[src/design/cpm_pkg.sv]
// ----------------------------------------------------------------------------
// cpm_pkg: shared types for the close point merge unit
// Transaction payloads, cell control and controller state encoding.
// ----------------------------------------------------------------------------
`default_nettype none
package cpm_pkg;

   localparam int COORD_W = 16;
   localparam int CSR_ADDR_W = 3;
   localparam logic [0:0] REG_DIST_THRESHOLD = 1'b0;
   localparam logic [COORD_W-1:0] DIST_THRESHOLD_RESET = 16'd320;

   typedef struct packed {
      logic [COORD_W-1:0] x;
      logic [COORD_W-1:0] y;
   } point_type;

   typedef struct packed {
      logic [COORD_W-1:0] point_x;
      logic [COORD_W-1:0] point_y;
      logic               last_point;
   } req_type;

   typedef struct packed {
      logic [COORD_W-1:0] out_x;
      logic [COORD_W-1:0] out_y;
      logic               last_out;
      logic               overflowed;
   } rsp_type;

   typedef struct packed {
      logic load;
      logic shift;
      logic rotate;
   } cell_ctrl_type;

   typedef enum logic [2:0] {
      ST_LOAD,
      ST_TSQ,
      ST_POP,
      ST_SQ,
      ST_CMP,
      ST_EMIT
   } state_type;

endpackage
`default_nettype wire

[src/design/cpm_cell.sv]
// ----------------------------------------------------------------------------
// cpm_cell: one point slot of the point chain
// Loads, shifts toward the head, or rotates the head value into the tail.
// ----------------------------------------------------------------------------
`default_nettype none
module cpm_cell (
   input  wire                         clock,
   input  wire cpm_pkg::cell_ctrl_type ctrl,
   input  wire                         sel_load,
   input  wire                         at_tail,
   input  wire                         before_tail,
   input  wire cpm_pkg::point_type     load_data,
   input  wire cpm_pkg::point_type     neighbor_data,
   input  wire cpm_pkg::point_type     head_data,
   output cpm_pkg::point_type          data
);

   cpm_pkg::point_type data_ff;
   cpm_pkg::point_type data_in;

   always_comb begin
      data_in = data_ff;
      if (ctrl.load && sel_load) begin
         data_in = load_data;
      end else if (ctrl.shift) begin
         data_in = neighbor_data;
      end else if (ctrl.rotate) begin
         if (at_tail) begin
            data_in = head_data;
         end else if (before_tail) begin
            data_in = neighbor_data;
         end
      end
   end

   always_ff @(posedge clock) begin
      data_ff <= data_in;
   end

   assign data = data_ff;

endmodule
`default_nettype wire

[src/design/close_point_merge_unit.sv]
// ----------------------------------------------------------------------------
// close_point_merge_unit: merges detected 2-D points that lie close together
// Points load into a chain of cells; the merge pass pops the head point and
// rotates the rest of the chain past a squared-distance comparator.
// ----------------------------------------------------------------------------
// Points load while the unit is idle; after the last point, the pass squares
// the threshold, then pops each stored point and, per rotation, squares its
// distance to the head and compares it, emitting each surviving point once
// any output stall clears. One list is processed at a time.
// Synchronous reset clears control state and sets the threshold to 320;
// the point cells are not reset.
`default_nettype none
module close_point_merge_unit #(
   parameter int MAX_POINTS = 32
) (
   input  wire                                 clock,
   input  wire                                 reset,
   input  wire                                 req_valid,
   output logic                                req_ready,
   input  wire cpm_pkg::req_type               req_data,
   output logic                                rsp_valid,
   input  wire                                 rsp_ready,
   output cpm_pkg::rsp_type                    rsp_data,
   input  wire                                 csr_psel,
   input  wire                                 csr_penable,
   input  wire                                 csr_pwrite,
   input  wire  [cpm_pkg::CSR_ADDR_W-1:0]      csr_paddr,
   input  wire  [31:0]                         csr_pwdata,
   output logic [31:0]                         csr_prdata,
   output logic                                csr_pready
);

   localparam int CW = $clog2(MAX_POINTS + 1);
   localparam int CW_FULL = CW;
   localparam logic [CW-1:0] CNT_MAX = CW'(MAX_POINTS);

   cpm_pkg::state_type state_ff, state_in;
   logic [15:0] thr_ff;
   logic [31:0] tsq_ff;
   logic [CW_FULL-1:0] cnt_ff, cnt_in;
   logic [CW_FULL-1:0] rot_ff, rot_in;
   logic ovf_ff, ovf_in;
   logic merged_ff, merged_in;
   cpm_pkg::point_type cur_ff;
   logic [31:0] sqx_ff, sqy_ff;
   logic rsp_valid_ff;
   cpm_pkg::rsp_type rsp_ff;

   cpm_pkg::cell_ctrl_type ctrl;
   cpm_pkg::point_type cell_q [MAX_POINTS];
   cpm_pkg::point_type load_pt, head_pt, mid_pt;
   logic req_fire, emit_go, close;
   logic [15:0] dx, dy;
   logic [32:0] d2;

   assign csr_pready = 1'b1;
   assign csr_prdata = (csr_paddr[2] == cpm_pkg::REG_DIST_THRESHOLD) ? {16'd0, thr_ff} : 32'd0;

   always_ff @(posedge clock) begin
      if (reset) begin
         thr_ff <= cpm_pkg::DIST_THRESHOLD_RESET;
      end else if (csr_psel && csr_penable && csr_pwrite &&
                   csr_paddr[2] == cpm_pkg::REG_DIST_THRESHOLD) begin
         thr_ff <= csr_pwdata[15:0];
      end
   end

   assign req_ready = (state_ff == cpm_pkg::ST_LOAD);
   assign req_fire = req_valid && req_ready;
   assign load_pt.x = req_data.point_x;
   assign load_pt.y = req_data.point_y;

   assign dx = (cur_ff.x > cell_q[0].x) ? cur_ff.x - cell_q[0].x : cell_q[0].x - cur_ff.x;
   assign dy = (cur_ff.y > cell_q[0].y) ? cur_ff.y - cell_q[0].y : cell_q[0].y - cur_ff.y;
   assign d2 = {1'b0, sqx_ff} + {1'b0, sqy_ff};
   assign close = !merged_ff && (d2 < {1'b0, tsq_ff});
   assign mid_pt.x = 16'(({1'b0, cur_ff.x} + {1'b0, cell_q[0].x}) >> 1);
   assign mid_pt.y = 16'(({1'b0, cur_ff.y} + {1'b0, cell_q[0].y}) >> 1);
   assign head_pt = close ? mid_pt : cell_q[0];
   assign emit_go = !rsp_valid_ff || rsp_ready;

   always_comb begin
      state_in = state_ff;
      cnt_in = cnt_ff;
      rot_in = rot_ff;
      ovf_in = ovf_ff;
      merged_in = merged_ff;
      ctrl = '0;
      case (state_ff)
         cpm_pkg::ST_LOAD: begin
            if (req_fire) begin
               if (cnt_ff < CNT_MAX) begin
                  ctrl.load = 1'b1;
                  cnt_in = cnt_ff + 1'b1;
               end else begin
                  ovf_in = 1'b1;
               end
               if (req_data.last_point) begin
                  state_in = cpm_pkg::ST_TSQ;
               end
            end
         end
         cpm_pkg::ST_TSQ: begin
            state_in = cpm_pkg::ST_POP;
         end
         cpm_pkg::ST_POP: begin
            merged_in = 1'b0;
            if (cnt_ff == '0) begin
               ovf_in = 1'b0;
               state_in = cpm_pkg::ST_LOAD;
            end else begin
               ctrl.shift = 1'b1;
               cnt_in = cnt_ff - 1'b1;
               rot_in = cnt_ff - 1'b1;
               state_in = (cnt_ff == CW'(1)) ? cpm_pkg::ST_EMIT : cpm_pkg::ST_SQ;
            end
         end
         cpm_pkg::ST_SQ: begin
            state_in = cpm_pkg::ST_CMP;
         end
         cpm_pkg::ST_CMP: begin
            ctrl.rotate = 1'b1;
            merged_in = merged_ff || close;
            rot_in = rot_ff - 1'b1;
            if (rot_ff == CW'(1)) begin
               state_in = (merged_ff || close) ? cpm_pkg::ST_POP : cpm_pkg::ST_EMIT;
            end else begin
               state_in = cpm_pkg::ST_SQ;
            end
         end
         cpm_pkg::ST_EMIT: begin
            if (emit_go) begin
               state_in = cpm_pkg::ST_POP;
            end
         end
         default: begin
            state_in = cpm_pkg::ST_LOAD;
         end
      endcase
   end

   always_ff @(posedge clock) begin
      if (reset) begin
         state_ff <= cpm_pkg::ST_LOAD;
         cnt_ff <= '0;
         rot_ff <= '0;
         ovf_ff <= 1'b0;
         merged_ff <= 1'b0;
         rsp_valid_ff <= 1'b0;
      end else begin
         state_ff <= state_in;
         cnt_ff <= cnt_in;
         rot_ff <= rot_in;
         ovf_ff <= ovf_in;
         merged_ff <= merged_in;
         if (state_ff == cpm_pkg::ST_EMIT && emit_go) begin
            rsp_valid_ff <= 1'b1;
         end else if (rsp_ready) begin
            rsp_valid_ff <= 1'b0;
         end
      end
   end

   always_ff @(posedge clock) begin
      if (state_ff == cpm_pkg::ST_TSQ) begin
         tsq_ff <= 32'(thr_ff) * 32'(thr_ff);
      end
      if (state_ff == cpm_pkg::ST_POP) begin
         cur_ff <= cell_q[0];
      end
      sqx_ff <= 32'(dx) * 32'(dx);
      sqy_ff <= 32'(dy) * 32'(dy);
      if (state_ff == cpm_pkg::ST_EMIT && emit_go) begin
         rsp_ff.out_x <= cur_ff.x;
         rsp_ff.out_y <= cur_ff.y;
         rsp_ff.last_out <= (cnt_ff == '0);
         rsp_ff.overflowed <= ovf_ff;
      end
   end

   assign rsp_valid = rsp_valid_ff;
   assign rsp_data = rsp_ff;

   for (genvar k = 0; k < MAX_POINTS; k++) begin : g_cell
      cpm_pkg::point_type nb;
      if (k == MAX_POINTS - 1) begin : g_end
         assign nb = '0;
      end else begin : g_mid
         assign nb = cell_q[k+1];
      end
      cpm_cell u_cell (
         .clock         (clock),
         .ctrl          (ctrl),
         .sel_load      (cnt_ff == CW'(k)),
         .at_tail       ({1'b0, cnt_ff} == CW'(k) + (CW+1)'(1)),
         .before_tail   ({1'b0, cnt_ff} > CW'(k) + (CW+1)'(1)),
         .load_data     (load_pt),
         .neighbor_data (nb),
         .head_data     (head_pt),
         .data          (cell_q[k])
      );
   end

endmodule
`default_nettype wire
[config.mk]
export PLATFORM = sky130hd
export DESIGN_NAME = close_point_merge_unit
export DESIGN_NICKNAME = d
export VERILOG_FILES = /design/src/design/cpm_pkg.sv /design/src/design/cpm_cell.sv /design/src/design/close_point_merge_unit.sv
export SDC_FILE = /design/constraint.sdc
export NUM_CORES = 2
export LEC_CHECK = 0
export BUFFER_PORTS_ARGS = -buffer_cell sky130_fd_sc_hd__buf_2
export CORE_MARGIN = 2
export CORE_UTILIZATION = 55
export DETAILED_ROUTE_END_ITERATION = 7
export PLACE_DENSITY = 0.78
export SKIP_LAST_GASP = 1
export SLEW_MARGIN = 10
export SYNTH_ARGS = -nofsm -noshare
export SYNTH_HDL_FRONTEND = slang
export SYNTH_SLANG_ARGS = --single-unit
[constraint.sdc]
create_clock -name clock -period 26.7 [get_ports clock]
set_input_delay 1.335 -clock clock [delete_from_list [all_inputs] [get_ports clock]]
set_output_delay 1.335 -clock clock [all_outputs]
set_load 0.01 [all_outputs]
# Yosys cells after proc, flatten, opt, wreduce, memory -nomap -nowiden
# Cells that the tools add are included.
[classes]
n_mux = 190
add_sub_neg = 10
eq_ne = 45
reduce_logical = 147
n_bitwise = 1
n_lt_le_gt_ge = 36
mul = 3
[ops]
columns = ["cell", "count"]
rows = [
  ["2-to-1 mux 32 bit", 161],
  ["nonzero test 4 bit", 32],
  ["equality test 6 x 5 -> 1 bit, second input constant", 16],
  ["greater-than comparator 6 x 5 -> 1 bit, second input constant", 16],
  ["multiplier 16 x 16 -> 32 bit", 3],
  ["nonzero test 3 bit", 32],
  ["AND reduction 2 bit", 33],
  ["subtractor 16 bit", 4],
  ["equality test 6 x 4 -> 1 bit, second input constant", 8],
  ["greater-than comparator 6 x 4 -> 1 bit, second input constant", 8],
  ["2-to-1 mux 16 bit", 3],
  ["logical AND 1 bit", 38],
  ["adder 16 x 16 -> 17 bit", 2],
  ["adder 32 x 32 -> 33 bit", 1],
  ["less-than comparator 33 x 32 -> 1 bit", 1],
  ["greater-than comparator 16 bit", 2],
  ["equality test 6 x 3 -> 1 bit, second input constant", 4],
  ["greater-than comparator 6 x 3 -> 1 bit, second input constant", 4],
  ["case mux 6 bit (2 select lines)", 2],
  ["2-to-1 mux 3 bit", 7],
  ["2-to-1 mux 6 bit", 3],
  ["case mux 3 bit (6 select lines)", 1],
  ["equality test 6 x 1 -> 1 bit, second input constant", 2],
  ["equality test 6 x 2 -> 1 bit, second input constant", 2],
  ["other kinds (22)", 47],
]
[word_totals]
in_bits = 75
out_inout_bits = 69
wordCells = 512
reg_bits = 1220

# Logic depth before layout (Yosys ltp)
[depth]
word_depth = 8
depth_mapped = 41
ltp_nobuf = 39

# By module
# Synthesis repeated with hierarchy kept, for this count alone.
[hier_totals]
hier_cells = 8486
area_unflattened_um2 = 89037.9
[by_module_without_submodules]
columns = ["mod", "area_each_um2", "instances", "cells_per_inst", "seq_area_each_um2"]
rows = [
  ["cpm_cell", 1700.4, 32, 144, 960.9],
  ["close_point_merge_unit", 34625.7, 1, 3878, 4834.6],
]

# Worst setup path before layout
# Ideal clock, no wire load.
[synth_path]
kind = "register to register"
startpoint = "register cur_ff[0] (netlist name)"
endpoint = "register sqy_ff[29]"
slack_ns = 17.807
required_ns = 26.594
arrival_time_ns = 8.787
path_stages_with_launch = 37
cell_sequence = "edfxtp_1 -> inv_1 -> ha_1 -> inv_1 -> fa_1 -> a21o_1 -> a221o_1 -> a221o_1 -> a211o_1 -> nand2_1 -> buf_2 -> mux2i_1 -> xnor2_1 -> inv_1 -> clkbuf_1 -> nand2_1 -> inv_1 -> fa_1 -> inv_1 -> fa_1 -> inv_1 -> fa_1 -> fa_1 -> fa_1 -> inv_1 -> fa_1 -> inv_1 -> ha_1 -> a211o_1 -> o32ai_1 -> a21oi_1 -> a2111oi_0 -> nor3_1 -> a41oi_1 -> a21bo_2 -> nand2_1 -> o311ai_0"
[synth_between]
elab_chain_cells = 3
word_cells_on_any_way = 5
cone_classes = "add/sub (2); mul (1); order compare (1); mux (1)"
[synth_lines]
columns = ["element", "line_no", "text"]
rows = [
  ["from (decl)", "close_point_merge_unit.sv:44", "cpm_pkg::point_type cur_ff;"],
  ["from (signal assigned)", "close_point_merge_unit.sv:169", "cur_ff <= cell_q[0];"],
  ["subtractor 16 bit / greater-than comparator 16 bit (equally long branches)", "close_point_merge_unit.sv:74", "assign dy = (cur_ff.y > cell_q[0].y) ? cur_ff.y - cell_q[0].y : cell_q[0].y - cur_ff.y;"],
  ["2-to-1 mux 16 bit *", "close_point_merge_unit.sv:74", ""],
  ["multiplier 16 x 16 -> 32 bit *", "close_point_merge_unit.sv:172", "sqy_ff <= 32'(dy) * 32'(dy);"],
  ["to (signal assigned)", "close_point_merge_unit.sv:172", ""],
  ["to (decl)", "close_point_merge_unit.sv:45", "logic [31:0] sqx_ff, sqy_ff;"],
]
# Every way passes the cells marked *; elsewhere a longest branch is shown, timed or not.
# A chain may end at the register's enable or synchronous reset.

# Worst setup path in the final report
[layout_path]
startpoint = "register g_cell[0].u_cell.data_ff, in the netlist g_cell[0].u_cell.data[1]"
endpoint = "register sqy_ff[29]"
[layout_between]
elab_chain_cells = 3
word_cells_on_any_way = 5
cone_classes = "add/sub (2); mul (1); order compare (1); mux (1)"
[layout_lines]
columns = ["element", "line_no", "text"]
rows = [
  ["from (decl)", "cpm_cell.sv:18", "cpm_pkg::point_type data_ff;"],
  ["from (signal assigned)", "cpm_cell.sv:37", "data_ff <= data_in;"],
  ["subtractor 16 bit / greater-than comparator 16 bit (equally long branches)", "close_point_merge_unit.sv:74", ""],
  ["2-to-1 mux 16 bit *", "close_point_merge_unit.sv:74", ""],
  ["multiplier 16 x 16 -> 32 bit *", "close_point_merge_unit.sv:172", ""],
]
# Marks and branches as above.

==> results.md <==
* Outcome: complete, but fails checks
* Violations in the final reports: DRC
* Detailed Route Iter0 Violations at 7569
* CP max FO at 17
* Via count at 64500
* Final worst-path cycle share at 38.9%
* Synth Register Bits at 1217
* Crit-path leading delay family: adder cells
* DRC Markers at 2
* Final instance area at 0.0895 mm2
* DRT Wirelength at 246000 um
* Pre-Repair DR Iteration Count at 8
* Core ar. at 0.150 mm2
* Die area at 0.153 mm2
* Root Driver: clkbuf_16
* Antenna-violating nets left at 0
* Postcts setup bufs at 0
* Final Hold Viols at 0
* Top Ports at 144
* Final Critical Period at 10.40 ns
* Post-DP Area at 0.0851 mm2
* CP Launch Type: flop
* Area delta synth->final at 8.20%
* Crit path buf inv count at 2
* Pins Over Slew Limit at 0
* Mapped Cells at 8081
* WHS Path Cells at 0
* Htree depth at 4
* Setup TNS at 0 ns
* Row cnt at 142
* Post-CTS Hold Fix Bufs at 0
* Ys async rst share at 0%
* Post-detail-place hpwl at 161000 um
* Initial antenna violation count at 16
* Die Ht at 392 um
* Slowest stage delay, CP at 0.83 ns
* Maximum clock rate at 0.0962 GHz
* Congestion Overflow GR at 0
* Crit end category: flop
* Slowest stage cell, crit path: xnor2_2
* Share of cells above drive strength 1 at 7.78%
* RSZ-0062 raised after global routing: no
* Relative slew margins at 15.7%
* Syn avg cell area at 10.2 um2
* DR vias/cell at 6.48
* Hold_ws at 0.436 ns
* Gr usage total at 32.1%
* Die X at 392 um
* Max Clock Skew at 0.0598 ns
* TritonCTS buffer count at 134
* First-pass GRT wire length at 378000 um
* Wire length per cell at 24.7 um
* R2R depth at 29
* Top cells by area in the synthesized netlist: edfxtp_1 (41%), fa_1 (12%), ha_1 (6.8%)
* WP data required at 27.36 ns
* Vias in the first global route at 64200
* CTS resizes at 0
* Starting Density at 55.3%
* Ys Warns at 0
* WP data arrival at 11.06 ns
* Final setup fails at 0
* Sink Count at 1217
* Number of synthesized flops with an enable pin at 1121
* Input/output buffers at 108
* Cell area after synthesis at 0.0827 mm2
* Post-synthesis sequential area ratio at 43.0%
* Clock Path Buffers at 3
* Distinct cells, synth at 90
* GP Congestion at 0.958
* Fin nets at 8862
* Crit Path Class: reg -> reg
* Cell accounting for the most synthesized area: edfxtp_1
* CTS clk-pin slew, worst paths at 0.06 ns
* Number of stages on the worst setup path at 29
* CTS tree: yes
* Max Cap Violations at 0
* Worst Tran Pin Value at 1.26 ns
* Synth Flop Type: edfxtp_1
* Clk_lat worst skew at 0.82 ns
* Top cell type's share of synthesized area at 40.7%
* Most frequent cell on the critical path: fa_1
* Largest net degree at the start of global routing at 64
* Hold Crit Class: reg -> reg
## layout make-up
| class | count | area, um2 |
|---|---|---|
| Tap cell | 2016 | 2520 |
| Antenna cell | 4 | 10.0 |
| Sequential cell | 1217 | 35600 |
| Timing Repair Buffer | 280 | 1830 |
| Inverter | 813 | 3050 |
| Clock inverter | 64 | 803 |
| Clock buffer | 172 | 3540 |
| Multi-Input combinational cell | 5396 | 42100 |
| Fill cell | 12100 | 60100 |
## layer usage
| metal | track usage [%] | vias up | routed length [um] |
|---|---|---|---|
| met5 | 0 | - | 59 |
| met4 | 21.1 | 10 | 18900 |
| met3 | 7.22 | 1027 | 27200 |
| met2 | 50.7 | 4153 | 112000 |
| met1 | 39.8 | 31100 | 88000 |
| li1 | - | 28200 | - |
## synth_stat cells (all sizes together), types with 6 or more instances
library cell	count
a2111oi	9
a211o	12
a211oi	17
a21boi	8
a21o	90
a21oi	626
a22oi	562
a31oi	23
and2	138
and3	250
buf	71
clkbuf	599
dfxtp	96
edfxtp	1121
fa	497
ha	448
inv	811
mux2	18
mux2i	41
nand2	423
nand2b	38
nand3	81
nand3b	10
nand4	31
nor2	308
nor2b	39
nor3	56
nor3b	6
nor4	9
o211ai	27
o21a	190
o21ai	1077
o21bai	28
o22ai	11
o31ai	22
or2	14
or3	28
xnor2	131
xor2	47
## state kept, by name, summed over array words and instances (netlist names)
| register | cells |
|---|---|
| tsq_ff | 31 |
| state_ff | 3 |
| thr_ff | 16 |
| cnt_ff | 6 |
| merged_ff | 1 |
| ovf_ff | 1 |
| g_cell.u_cell.data | 1024 |
| rsp_data | 34 |
| rot_ff | 6 |
| sqy_ff | 31 |
| sqx_ff | 31 |
| rsp_valid | 1 |
| cur_ff | 32 |
## cells by family after synthesis
logic type | after synthesis | synth area share, %
AOI/OAI and AO/OA | 2751 | 20.0
xor gates and xnor gates | 179 | 1.94
adders and majority gates | 945 | 18.8
buffers and inverters | 1483 | 6.90
DFF | 1217 | 43.0
muxes | 59 | 0.741
other | 2 | 0.00908
and+or+nand+nor | 1445 | 8.61
## worst reg2reg max path: cells and delay by family, from the launching register on
kind	cells	cell delay [ns]
flops	1	0.58
simple gates	4	0.84
mux	1	0.34
buf+inv	2	0.24
compound gates	13	3.42
xor+xnor	1	0.83
fa+ha+maj	8	4.02
## path summary, 6_finish.rpt
check           endpoint                      from  slack (ns)
max reg2reg   sqy_ff[29]  g_cell[0].u_cell.data[1]       16.30
max           sqy_ff[29]  g_cell[0].u_cell.data[1]       16.30
min reg2reg  rsp_data[0]                    ovf_ff        0.44
min          rsp_data[0]                    ovf_ff        0.44
## layout by cell type (no fill, tap or decap), types with 90 or more instances in the layout
cell       synthesis  layout
buf_2             43     108
nor2_1           307     275
a21oi_1          625     622
and2_1           137     137
a22oi_1          562     562
inv_1            810     809
o21a_1           190     190
xnor2_1          128     126
nand2_1          419     415
and3_1           250     250
clkbuf_16          0     134
fa_1             497     497
o21ai_1          113     113
edfxtp_1        1121    1121
dfxtp_1           96      96
ha_1             448     448
o21ai_0          963     955
a21o_1            90      90
buf_4             20     172
## through the flow
step / utilization (%) / cells / worst slack, ns
global route: 59.8 / 9959 / 15.79
global placement: 56.9 / 9722 / 16.81
floorplan: - / 8096 / 17.81
finish: 59.8 / 9962 / 16.30
CTS: 59.8 / 9958 / 16.52
detailed placement: 56.9 / 9722 / 16.57
Power is not shown: default switching activity piles up to over one toggle a cycle in this logic, so the estimate is an artifact.
